### config.mk
export PLATFORM = sky130hd
export DESIGN_NAME = lfu_cache_lookup_insert_top
export DESIGN_NICKNAME = d
export VERILOG_FILES = /design/src/rtl/lfuc_pkg.sv /design/src/rtl/lfuc_cell.sv /design/src/rtl/lfu_cache_lookup_insert_top.sv
export SDC_FILE = /design/constraint.sdc
export NUM_CORES = 2
export LEC_CHECK = 0
export BUFFER_PORTS_ARGS = -buffer_cell sky130_fd_sc_hd__buf_2
export CAP_MARGIN = 20
export CELL_PAD_IN_SITES_DETAIL_PLACEMENT = 0
export CELL_PAD_IN_SITES_GLOBAL_PLACEMENT = 2
export CORE_ASPECT_RATIO = 1.75
export CORE_MARGIN = 8
export CORE_UTILIZATION = 46
export CTS_CLUSTER_DIAMETER = 50
export DETAILED_ROUTE_END_ITERATION = 7
export PLACE_DENSITY_LB_ADDON = 0.25
export REMOVE_ABC_BUFFERS = 1
export SLEW_MARGIN = 15
export SYNTH_ARGS = -nofsm -noshare
export SYNTH_HDL_FRONTEND = slang
export SYNTH_SLANG_ARGS = --single-unit
### constraint.sdc
create_clock -name clk_i -period 4.8 [get_ports clk_i]
set_input_delay 0 -clock clk_i [delete_from_list [all_inputs] [get_ports clk_i]]
set_output_delay 0 -clock clk_i [all_outputs]
set_load 0.02 [all_outputs]
### src/rtl/lfuc_pkg.sv
// Shared types and constants for the LFU cache: the word widths, the command codes,
// the search token that walks the cell chain and the replacement write strobe.
// Has no dependencies.
`default_nettype none

package lfuc_pkg;

  localparam int unsigned KEY_W   = 32;
  localparam int unsigned VAL_W   = 32;
  localparam int unsigned CNT_W   = 16;
  localparam int unsigned ENTRIES = 16;

  localparam logic [CNT_W-1:0] CNT_MAX = {CNT_W{1'b1}};
  localparam logic [CNT_W-1:0] CNT_ONE = CNT_W'(1);

  localparam logic CMD_LOOKUP = 1'b0;
  localparam logic CMD_INSERT = 1'b1;

  typedef enum logic [1:0] {
    ST_IDLE,
    ST_SCAN,
    ST_HOLD
  } state_e;

  // Search token: one word on its way along the row of cells.
  typedef struct packed {
    logic             valid;
    logic             cmd;
    logic [KEY_W-1:0] key;
    logic [VAL_W-1:0] value;     // insert payload, or the value found by a lookup
    logic             found;
    logic [CNT_W-1:0] best_cnt;  // smallest use count seen so far
  } tok_t;

  // Replacement write, broadcast to all cells when the table is full.
  typedef struct packed {
    logic             en;
    logic [KEY_W-1:0] key;
    logic [VAL_W-1:0] value;
  } wr_t;

endpackage

`default_nettype wire

### src/rtl/lfuc_cell.sv
// One cache entry of the LFU chain: key, value and use count, plus the token stage
// that passes the search word on to the next cell. Depends on lfuc_pkg.
`default_nettype none

module lfuc_cell #(
  parameter int unsigned ENTRIES = lfuc_pkg::ENTRIES,
  parameter int unsigned IDX     = 0,
  localparam int unsigned IW     = $clog2(ENTRIES),
  localparam int unsigned CW     = $clog2(ENTRIES + 1)
) (
  input  wire logic            clk_i,
  input  wire logic            rst_ni,
  input  wire lfuc_pkg::tok_t  tok_i,
  input  wire logic [IW-1:0]   bidx_i,
  input  wire logic [CW-1:0]   fill_i,
  input  wire logic            full_i,
  input  wire lfuc_pkg::wr_t   wr_i,
  input  wire logic [IW-1:0]   wr_idx_i,
  output lfuc_pkg::tok_t       tok_o,
  output logic [IW-1:0]        bidx_o
);

  logic [lfuc_pkg::KEY_W-1:0] key_q;
  logic [lfuc_pkg::VAL_W-1:0] val_q;
  logic [lfuc_pkg::CNT_W-1:0] cnt_q;
  lfuc_pkg::tok_t             tok_q, tok_d;
  logic [IW-1:0]              bidx_q, bidx_d;

  logic filled, hit_here, ins_here, rep_here;

  assign filled   = CW'(IDX) < fill_i;
  assign hit_here = tok_i.valid && (tok_i.cmd == lfuc_pkg::CMD_LOOKUP) && filled &&
                    !tok_i.found && (key_q == tok_i.key);
  assign ins_here = tok_i.valid && (tok_i.cmd == lfuc_pkg::CMD_INSERT) && !full_i &&
                    (fill_i == CW'(IDX));
  assign rep_here = wr_i.en && (wr_idx_i == IW'(IDX));

  // Update the passing token: claim a hit, or offer this entry as victim
  always_comb begin
    tok_d  = tok_i;
    bidx_d = bidx_i;
    if (hit_here) begin
      tok_d.found = 1'b1;
      tok_d.value = val_q;
    end
    if (tok_i.valid && (tok_i.cmd == lfuc_pkg::CMD_INSERT) && filled &&
        (cnt_q < tok_i.best_cnt)) begin
      tok_d.best_cnt = cnt_q;
      bidx_d         = IW'(IDX);
    end
  end

  // Token stage towards the next cell
  always_ff @(posedge clk_i or negedge rst_ni) begin
    if (!rst_ni) begin
      tok_q <= '0;
    end else begin
      tok_q <= tok_d;
    end
  end

  always_ff @(posedge clk_i) begin
    bidx_q <= bidx_d;
  end

  // Entry storage: fill, replace, or bump the use count on a hit
  always_ff @(posedge clk_i) begin
    if (ins_here) begin
      key_q <= tok_i.key;
      val_q <= tok_i.value;
      cnt_q <= lfuc_pkg::CNT_ONE;
    end else if (rep_here) begin
      key_q <= wr_i.key;
      val_q <= wr_i.value;
      cnt_q <= lfuc_pkg::CNT_ONE;
    end else if (hit_here && (cnt_q != lfuc_pkg::CNT_MAX)) begin
      cnt_q <= cnt_q + lfuc_pkg::CNT_ONE;
    end
  end

  assign tok_o  = tok_q;
  assign bidx_o = bidx_q;

endmodule

`default_nettype wire

### src/rtl/lfu_cache_lookup_insert_top.sv
// Top level of the LFU cache: request control, fill counter, result register and the
// row of lfuc_cell entries. Depends on lfuc_pkg and lfuc_cell.
//
// Fully associative key/value cache with least-frequently-used replacement. A word
// with cmd 0 is a lookup and yields one result (hit and the stored value, or hit
// clear and zero); a word with cmd 1 is an insert and yields none. Inserts fill free
// entries in order with use count 1; once all ENTRIES are filled, the lowest-numbered
// entry with the smallest count is overwritten. Duplicate keys are not checked, and
// use counts saturate. Each request walks the row of entry cells one cell per clock,
// and a new word is taken only after the previous one has left the row; input stall
// stays high while a request is in the row, and also while a finished lookup result
// waits behind an earlier result that has not been taken yet. No clearing pass is
// needed after reset.
`default_nettype none

module lfu_cache_lookup_insert_top #(
  parameter int unsigned ENTRIES = lfuc_pkg::ENTRIES
) (
  input  wire logic                               clk_i,
  input  wire logic                               rst_ni,
  input  wire logic                               in_valid_i,
  output logic                                    in_stall_o,
  input  wire logic                               cmd_i,
  input  wire logic signed [lfuc_pkg::KEY_W-1:0]  key_i,
  input  wire logic signed [lfuc_pkg::VAL_W-1:0]  value_i,
  output logic                                    out_valid_o,
  input  wire logic                               out_stall_i,
  output logic                                    hit_o,
  output logic signed [lfuc_pkg::VAL_W-1:0]       found_value_o
);

  localparam int unsigned IW = $clog2(ENTRIES);
  localparam int unsigned CW = $clog2(ENTRIES + 1);

  lfuc_pkg::tok_t  chain [ENTRIES+1];
  logic [IW-1:0]   bidx  [ENTRIES+1];
  lfuc_pkg::tok_t  tail;
  lfuc_pkg::wr_t   wr;

  lfuc_pkg::state_e state_q, state_d;
  logic [CW-1:0]    fill_q, fill_d;
  logic             full, accept, out_free;
  logic             ld_tail, ld_hold, cap_hold;

  logic                       out_valid_q, out_valid_d;
  logic                       out_hit_q;
  logic [lfuc_pkg::VAL_W-1:0] out_val_q;
  logic                       hold_hit_q;
  logic [lfuc_pkg::VAL_W-1:0] hold_val_q;

  assign in_stall_o = (state_q != lfuc_pkg::ST_IDLE);
  assign accept     = in_valid_i && !in_stall_o;
  assign full       = (fill_q == CW'(ENTRIES));
  assign out_free   = !out_valid_q || !out_stall_i;

  // Launch the request word into the first cell
  always_comb begin
    chain[0].valid    = accept;
    chain[0].cmd      = cmd_i;
    chain[0].key      = key_i;
    chain[0].value    = (cmd_i == lfuc_pkg::CMD_INSERT) ? value_i : '0;
    chain[0].found    = 1'b0;
    chain[0].best_cnt = lfuc_pkg::CNT_MAX;
    bidx[0]           = '0;
  end

  for (genvar g = 0; g < ENTRIES; g++) begin : g_cell
    lfuc_cell #(
      .ENTRIES (ENTRIES),
      .IDX     (g)
    ) u_cell (
      .clk_i    (clk_i),
      .rst_ni   (rst_ni),
      .tok_i    (chain[g]),
      .bidx_i   (bidx[g]),
      .fill_i   (fill_q),
      .full_i   (full),
      .wr_i     (wr),
      .wr_idx_i (bidx[ENTRIES]),
      .tok_o    (chain[g+1]),
      .bidx_o   (bidx[g+1])
    );
  end

  assign tail = chain[ENTRIES];

  // Replace the chosen victim once the word has left the row of a full table
  always_comb begin
    wr.en    = tail.valid && (tail.cmd == lfuc_pkg::CMD_INSERT) && full;
    wr.key   = tail.key;
    wr.value = tail.value;
  end

  // Advance the fill count when an insert into a free entry completes
  always_comb begin
    fill_d = fill_q;
    if (tail.valid && (tail.cmd == lfuc_pkg::CMD_INSERT) && !full) begin
      fill_d = fill_q + CW'(1);
    end
  end

  // Request control
  always_comb begin
    state_d  = state_q;
    ld_tail  = 1'b0;
    ld_hold  = 1'b0;
    cap_hold = 1'b0;
    case (state_q)
      lfuc_pkg::ST_IDLE: begin
        if (accept) begin
          state_d = lfuc_pkg::ST_SCAN;
        end
      end
      lfuc_pkg::ST_SCAN: begin
        if (tail.valid) begin
          if (tail.cmd == lfuc_pkg::CMD_INSERT) begin
            state_d = lfuc_pkg::ST_IDLE;
          end else if (out_free) begin
            ld_tail = 1'b1;
            state_d = lfuc_pkg::ST_IDLE;
          end else begin
            cap_hold = 1'b1;
            state_d  = lfuc_pkg::ST_HOLD;
          end
        end
      end
      lfuc_pkg::ST_HOLD: begin
        if (out_free) begin
          ld_hold = 1'b1;
          state_d = lfuc_pkg::ST_IDLE;
        end
      end
      default: begin
        state_d = lfuc_pkg::ST_IDLE;
      end
    endcase
  end

  assign out_valid_d = ld_tail || ld_hold || (out_valid_q && out_stall_i);

  always_ff @(posedge clk_i or negedge rst_ni) begin
    if (!rst_ni) begin
      state_q     <= lfuc_pkg::ST_IDLE;
      fill_q      <= '0;
      out_valid_q <= 1'b0;
    end else begin
      state_q     <= state_d;
      fill_q      <= fill_d;
      out_valid_q <= out_valid_d;
    end
  end

  // Result register and the holding slot behind it
  always_ff @(posedge clk_i) begin
    if (cap_hold) begin
      hold_hit_q <= tail.found;
      hold_val_q <= tail.value;
    end
    if (ld_tail) begin
      out_hit_q <= tail.found;
      out_val_q <= tail.value;
    end else if (ld_hold) begin
      out_hit_q <= hold_hit_q;
      out_val_q <= hold_val_q;
    end
  end

  assign out_valid_o   = out_valid_q;
  assign hit_o         = out_hit_q;
  assign found_value_o = out_val_q;

endmodule

`default_nettype wire

Yosys cells after proc, flatten, opt, wreduce, memory -nomap -nowiden

Index checks and enable logic that the tools add are counted.

Bits in registers: 2726
Latch bits: 0
Memory bits (writable): 0
Bits in read-only memories: 0
Input bits: 69
Output and inout port bits: 35
Logic and storage cells: 654
Memories: 0

Add/sub/neg operators: 17
Multipliers: 0
Div/mod/pow operators: 0
Magnitude comparators: 32
Equal/unequal tests: 68
Shift operators: 0
Mux-type cells: 116
Bitwise logic cells: 16
Reduce and logical (&&, ||, !) cells: 240

Operators by type and width:

| cell                    | number |
|---|---|
| $mux W32                | 67 |
| $mux W33                | 16 |
| $eq A32 B32 Y1          | 16 |
| $add A16 B1 Y16 const B | 16 |
| $ne A16 B16 Y1 const B  | 16 |
| $lt A16 B16 Y1          | 15 |
| $mux W16                | 15 |
| $logic_and A1 B1 Y1     | 180 |
| $eq A5 B4 Y1 const B    | 8 |
| $lt A4 B5 Y1 const A    | 8 |
| $reduce_bool A2 Y1      | 18 |
| $eq A4 B4 Y1 const B    | 8 |
| $reduce_or A2 Y1        | 16 |
| $eq A5 B3 Y1 const B    | 4 |
| $lt A3 B5 Y1 const A    | 4 |
| $logic_not A1 Y1        | 19 |
| $eq A4 B3 Y1 const B    | 4 |
| $lt A16 B16 Y1 const B  | 1 |
| $not A1 Y1              | 16 |
| $mux W1                 | 12 |
| $eq A5 B2 Y1 const B    | 2 |
| $lt A1 B5 Y1 const A    | 2 |
| $lt A2 B5 Y1 const A    | 2 |
| $mux W2                 | 5 |
| other kinds (15)        | 19 |

Longest topological paths before layout

Word-level depth: 8
Gate-level depth with buffers: 11
Gate-level depth less buffers: 9

Hierarchy

A second synthesis with hierarchy kept.

Cell total of the unflattened synthesis: 8488
Area total of the unflattened synthesis: 117146.1 um^2

Modules (own cells, without submodules):

| module                         | times used | cells each | area each (um^2) | sequential area each (um^2) |
|---|---|---|---|---|
| lfuc_cell at g_cell[4].u_cell  | 1          | 497        | 7210.7           | 4399.2 |
| lfuc_cell at g_cell[5].u_cell  | 1          | 503        | 7209.4           | 4399.2 |
| lfuc_cell at g_cell[6].u_cell  | 1          | 503        | 7170.6           | 4399.2 |
| lfuc_cell at g_cell[9].u_cell  | 1          | 501        | 7168.1           | 4399.2 |
| lfuc_cell at g_cell[13].u_cell | 1          | 568        | 7160.6           | 4399.2 |
| lfuc_cell at g_cell[1].u_cell  | 1          | 557        | 7159.4           | 4399.2 |
| lfuc_cell at g_cell[3].u_cell  | 1          | 496        | 7154.4           | 4399.2 |
| lfuc_cell at g_cell[14].u_cell | 1          | 633        | 7139.3           | 4399.2 |
| lfuc_cell at g_cell[8].u_cell  | 1          | 498        | 7125.6           | 4399.2 |
| lfuc_cell at g_cell[7].u_cell  | 1          | 494        | 7108.1           | 4399.2 |
| lfuc_cell at g_cell[12].u_cell | 1          | 495        | 7105.6           | 4399.2 |
| lfuc_cell at g_cell[2].u_cell  | 1          | 628        | 7100.6           | 4399.2 |
| lfuc_cell at g_cell[10].u_cell | 1          | 484        | 7080.5           | 4399.2 |
| lfuc_cell at g_cell[0].u_cell  | 1          | 486        | 7078.0           | 4399.2 |
| 3 more rows                    | -          | -          | -                | - |

Worst setup path after synthesis

Ideal clock, no wire load.

Kind: reg2reg
From: register fill_q[1]
To: register g_cell[10].u_cell.key_q[0] in the netlist's numbering (enable)
Library setup time: 0.453 ns
Data arrival time: 3.917 ns
Data required time: 4.347 ns
Setup slack: 0.430 ns
Cell stages (with the launch flop): 11
Path buffers: 3
Period minus slack after synthesis: 4.370 ns
Cells stage by stage: dfrtp_1 -> buf_4 -> inv_1 -> ha_1 -> nor2b_1 -> and3_1 -> nand3_1 -> nor3_1 -> a21o_1 -> clkbuf_1 -> buf_1

Word-level cells in the longest chain between the ends: 5
Elaborated cells between the ends (all ways): 8
Classes of those cells: 2 x eq/ne; 6 x reduce/logical

Ends and longest elaborated chain:

| element                                 | RTL line                           | source |
|---|---|---|
| start, declared                         | lfu_cache_lookup_insert_top.sv:41  | `logic [CW-1:0] fill_q, fill_d;` |
| start signal, assigned                  | lfu_cache_lookup_insert_top.sv:148 | `fill_q <= fill_d;` |
| $eq A5 B5 Y1                            | lfu_cache_lookup_insert_top.sv:53  | `assign full = (fill_q == CW'(ENTRIES));` |
| $logic_not A1 Y1                        | lfuc_cell.sv:34                    | `assign ins_here = tok_i.valid && (tok_i.cmd == lfuc_pkg::CMD_INSERT) && !full_i &&` |
| $logic_and A1 B1 Y1 (2 in a row)        | lfuc_cell.sv:34                    |  |
| $reduce_bool A2 Y1 (no source line) (*) | -                                  |  |
| end signal, assigned                    | lfuc_cell.sv:69                    | `key_q <= tok_i.key;` |
| end signal, assigned                    | lfuc_cell.sv:73                    | `key_q <= wr_i.key;` |
| end, declared                           | lfuc_cell.sv:23                    | `logic [lfuc_pkg::KEY_W-1:0] key_q;` |

Every way passes the cells marked *; elsewhere a longest branch is shown, timed or not.
A chain may end at the register's enable or synchronous reset.

Worst setup path in the final report

From: register fill_q[3]
To: register g_cell[14].u_cell.cnt_q[13] in the netlist's numbering

Word-level cells in the longest chain between the ends: 5
Elaborated cells between the ends (all ways): 13
Classes of those cells: 1 x order compare; 2 x eq/ne; 10 x reduce/logical

Ends and longest elaborated chain:

| element                                                        | RTL line                                           | source |
|---|---|---|
| $lt A4 B5 Y1 / $eq A5 B5 Y1 (equally long branches)            | lfuc_cell.sv:31, lfu_cache_lookup_insert_top.sv:53 |  |
| $logic_and A1 B1 Y1 / $logic_not A1 Y1 (equally long branches) | lfuc_cell.sv:32, lfuc_cell.sv:34                   |  |
| $logic_and A1 B1 Y1, on equally long branches                  | lfuc_cell.sv:32, lfuc_cell.sv:34                   |  |
| $logic_and A1 B1 Y1, on equally long branches                  | lfuc_cell.sv:33, lfuc_cell.sv:34                   |  |
| $logic_and A1 B1 Y1 / $reduce_or A2 Y1 (equally long branches) | -                                                  |  |
| end signal, assigned                                           | lfuc_cell.sv:71                                    | `cnt_q <= lfuc_pkg::CNT_ONE;` |
| end signal, assigned                                           | lfuc_cell.sv:75                                    | `cnt_q <= lfuc_pkg::CNT_ONE;` |
| end signal, assigned                                           | lfuc_cell.sv:77                                    | `cnt_q <= cnt_q + lfuc_pkg::CNT_ONE;` |
| end, declared                                                  | lfuc_cell.sv:25                                    | `logic [lfuc_pkg::CNT_W-1:0] cnt_q;` |

Several ways; a longest one is shown, not always the timed one.

==> run metrics <==
outcome completed; clock latency on the worst-skew pair 0.91 ns; critical path's slowest cell or4_2; Final TNS setup 0 ns; Worst IR Drop VDD 332 uV; Synth top area share 0.291; IO Port Bufs 103; number of flops mapped to enable cells by yosys 1,090; largest net degree at the start of global routing 126; mapped cell area 113,000 um^2; sequential area share after synthesis 0.634; worst hold path type in -> async; critical path launch point type flip-flop; Reg clk slew, reported paths 0.07 ns; fraction of layout cells with a size suffix above 1 0.283; Core ar. 246,000 um^2; fin area 128,000 um^2; synth unique cells 59; Via Count 63,500; wire per inst 24.2 um; unrepaired setup endpoints after global routing false; Critical Path AT 4.76 ns; first-pass GRT wire length 428 mm; Max Cap Viol 0; Final Max Tran Viols 0; CTS root buffer clkbuf_16; GR Util met2 0.406; CTS buffer count 248; initial core utilization 0.461; CP max FO 14; min Tclk post-route 3.96 ns; number of global-route vias before repair 67,500; Final Power 47.0 mW; met1 Use GR 0.232; Routability Congestion 0.893; final setup violation count 0; FFs w/ async S/R, synth 0.486; cell count after placement 11,100; Row Count 241; post-place instance area 118,000 um^2; worst r2r src fill_q[3]; Final Non-Filler Cells 11,800; H-Tree Depth 4; Yosys reg bits 2,715; Post-CTS Setup Inserts 0; GR met3 Demand/Resource 0.0231; critical path class reg -> reg; Reg2Reg Setup Slack 0.84 ns; share of the clock period used by the worst path after layout 0.824; YS warnings 0; fmax 253 MHz; Most Crowded Layer GR met2; clock tree buffer depth 4; Worst Reg-to-Reg Cells 7; critical register-to-register path endpoint g_cell[14].u_cell.cnt_q[13]; CP max stage delay 0.70 ns; critical path, cell by cell nand2_1, o21a_1, or4_1, or4_2, or4_1, or4_1, a21oi_1; top post-synthesis cells by area dfrtp_1, edfxtp_1, mux2_2; final hold violation count 0; Routed Wire Length 285 mm; relative slew slack 0.248; Remaining DRCs 0; total congestion overflow 0; crit end category flip-flop; # IOs 104; Synth area leader dfrtp_1; nets 8,602; Avg Vias per Cell 5.39; CTS tree done; Worst-Margin Slew 1.13 ns; Leak 51.4 nW; CP dominant cell by count or4_1; PD cells 366 nW/um^2; Initial DRC Count 3,517; Synth Instances 7,949; clock sinks 2,715; CP Data Required Time 5.60 ns; final design utilization 0.522; die area 263,000 um^2; Setup Skew 0.0600 ns; initial antenna violation count 33; DRT Pass-1 Iters 7; Area growth, synth to finish 13.2%; DP HPWL 205 mm; Die Span Y 673 um; dominant synthesized flop cell dfrtp_1; Tot GR Track Use 0.214; Antenna Nets Post-Route 0; syn avg cell area 14.3 um^2; die width 391 um
## cell type report
| cell class | count | area [um^2] |
|---|---|---|
| fillers | 20600 | 117000 |
| flip-flops and latches | 2715 | 71900 |
| multi-input cells | 4617 | 39500 |
| clock buffers | 354 | 7120 |
| well taps | 3280 | 4100 |
| repair buffers | 406 | 3500 |
| inverters | 301 | 1130 |
| clock inverters | 104 | 1050 |
| diodes | 7 | 17.5 |
## stage by stage
stage / setup slack (ns) / hold WS [ns]
floorplan: -4.97 / -0.296
global placement: 0.904 / 0.0439
detailed placement: 0.903 / 0.0686
CTS: 0.884 / 0.00166
global route: 0.648 / 0.0370
finish: 0.845 / 0.00922
## how the worst max path moves through the flow
stage / startpoint / end / slack (ns) / depth (start not counted)
2_1_floorplan: fill_q[0] / g_cell[14].u_cell.key_q[0] / -4.97 / 5
3_3_place_gp: fill_q[3] / g_cell[14].u_cell.cnt_q[15] / 0.90 / 7
3_5_place_dp: fill_q[3] / g_cell[14].u_cell.cnt_q[15] / 0.90 / 7
4_1_cts: fill_q[3] / g_cell[14].u_cell.cnt_q[13] / 0.88 / 7
5_1_grt: fill_q[3] / g_cell[14].u_cell.cnt_q[13] / 0.65 / 7
6_report: fill_q[3] / g_cell[14].u_cell.cnt_q[13] / 0.84 / 7
## cell usage after synthesis, drive strengths merged, types with 7 or more instances
library cell and instances:
a22o 32, and3 49, o2111ai 8, nand2 371, dfrtp 1320, xnor2 417
nand2b 57, nor3b 14, nor2 234, a21o 56, or2 38, edfxtp 1090
nand4 226, mux2 1666, o31ai 24, nor3 68, o21ai 77, a31oi 11
a2111oi 7, nand3 145, xor2 242, dfxtp 305, and4 40, and2 30
ha 244, inv 301, nor4 89, buf 27, or3 62, a21oi 172
mux2i 45, o211ai 13, nor2b 36, clkbuf 289, nor4b 14, a211oi 25
or4 38, nand4b 16
## layout by cell type, fill, tap and decap left out, types with 104 or more instances in the layout
cell type / instances
dfxtp_1: 305
nand2_1: 368
dfrtp_1: 1305
ha_1: 244
buf_2: 104
xnor2_1: 417
inv_1: 298
edfxtp_1: 1090
mux2_2: 1666
nand3_1: 143
a21oi_1: 168
dlygate4sd3_1: 175
nor2_1: 231
nand4_1: 226
clkbuf_16: 254
xor2_1: 242
## registers in the layout, indices dropped and copies added, names as in the netlist
register,count
g_cell.u_cell.val_q,512
fill_q,5
state_q,2
out_valid_o,1
hold_val_q,32
g_cell.u_cell.cnt_q,256
g_cell.u_cell.bidx_o,49
hold_hit_q,1
hit_o,1
found_value_o,32
g_cell.u_cell.key_q,512
g_cell.u_cell.tok_o,1312
## critical path: cells and delay by family (launching register included)
| family | cells | cell delay (ns) |
|---|---|---|
| and+or+nand+nor | 5 | 2.74 |
| AOI/OAI and AO/OA | 2 | 0.49 |
| DFF | 1 | 0.65 |
## routing by layer
layer / part of all wire / wire length [um]
met5: 0.000063 / 18
met4: 0.062 / 17800
met3: 0.031 / 8850
met2: 0.54 / 155000
met1: 0.36 / 103000
## cells by family after synthesis
family | after synthesis | synth area share
AND/OR/NAND/NOR | 1552 | 0.0729
flip-flops | 2715 | 0.634
adder cells (fa/ha/maj) | 244 | 0.0269
AO/OA/AOI/OAI | 451 | 0.0251
XOR/XNOR | 659 | 0.0509
multiplexers | 1711 | 0.170
buffers and inverters | 617 | 0.0205
## power breakdown
group	total [mW]	switching [mW]	internal, mW
Sequential	25.3	0.659	24.6
Clock	20.0	8.83	11.2
Combinational	1.75	0.898	0.849
Total	47.0	10.4	36.6
## repair_timing
item | CTS | global route
hold endpoints to repair | 1392 | 0
resized for setup | 0 | 0
hold buffers | 176 | 0
Power figures use the tool's default switching activity.
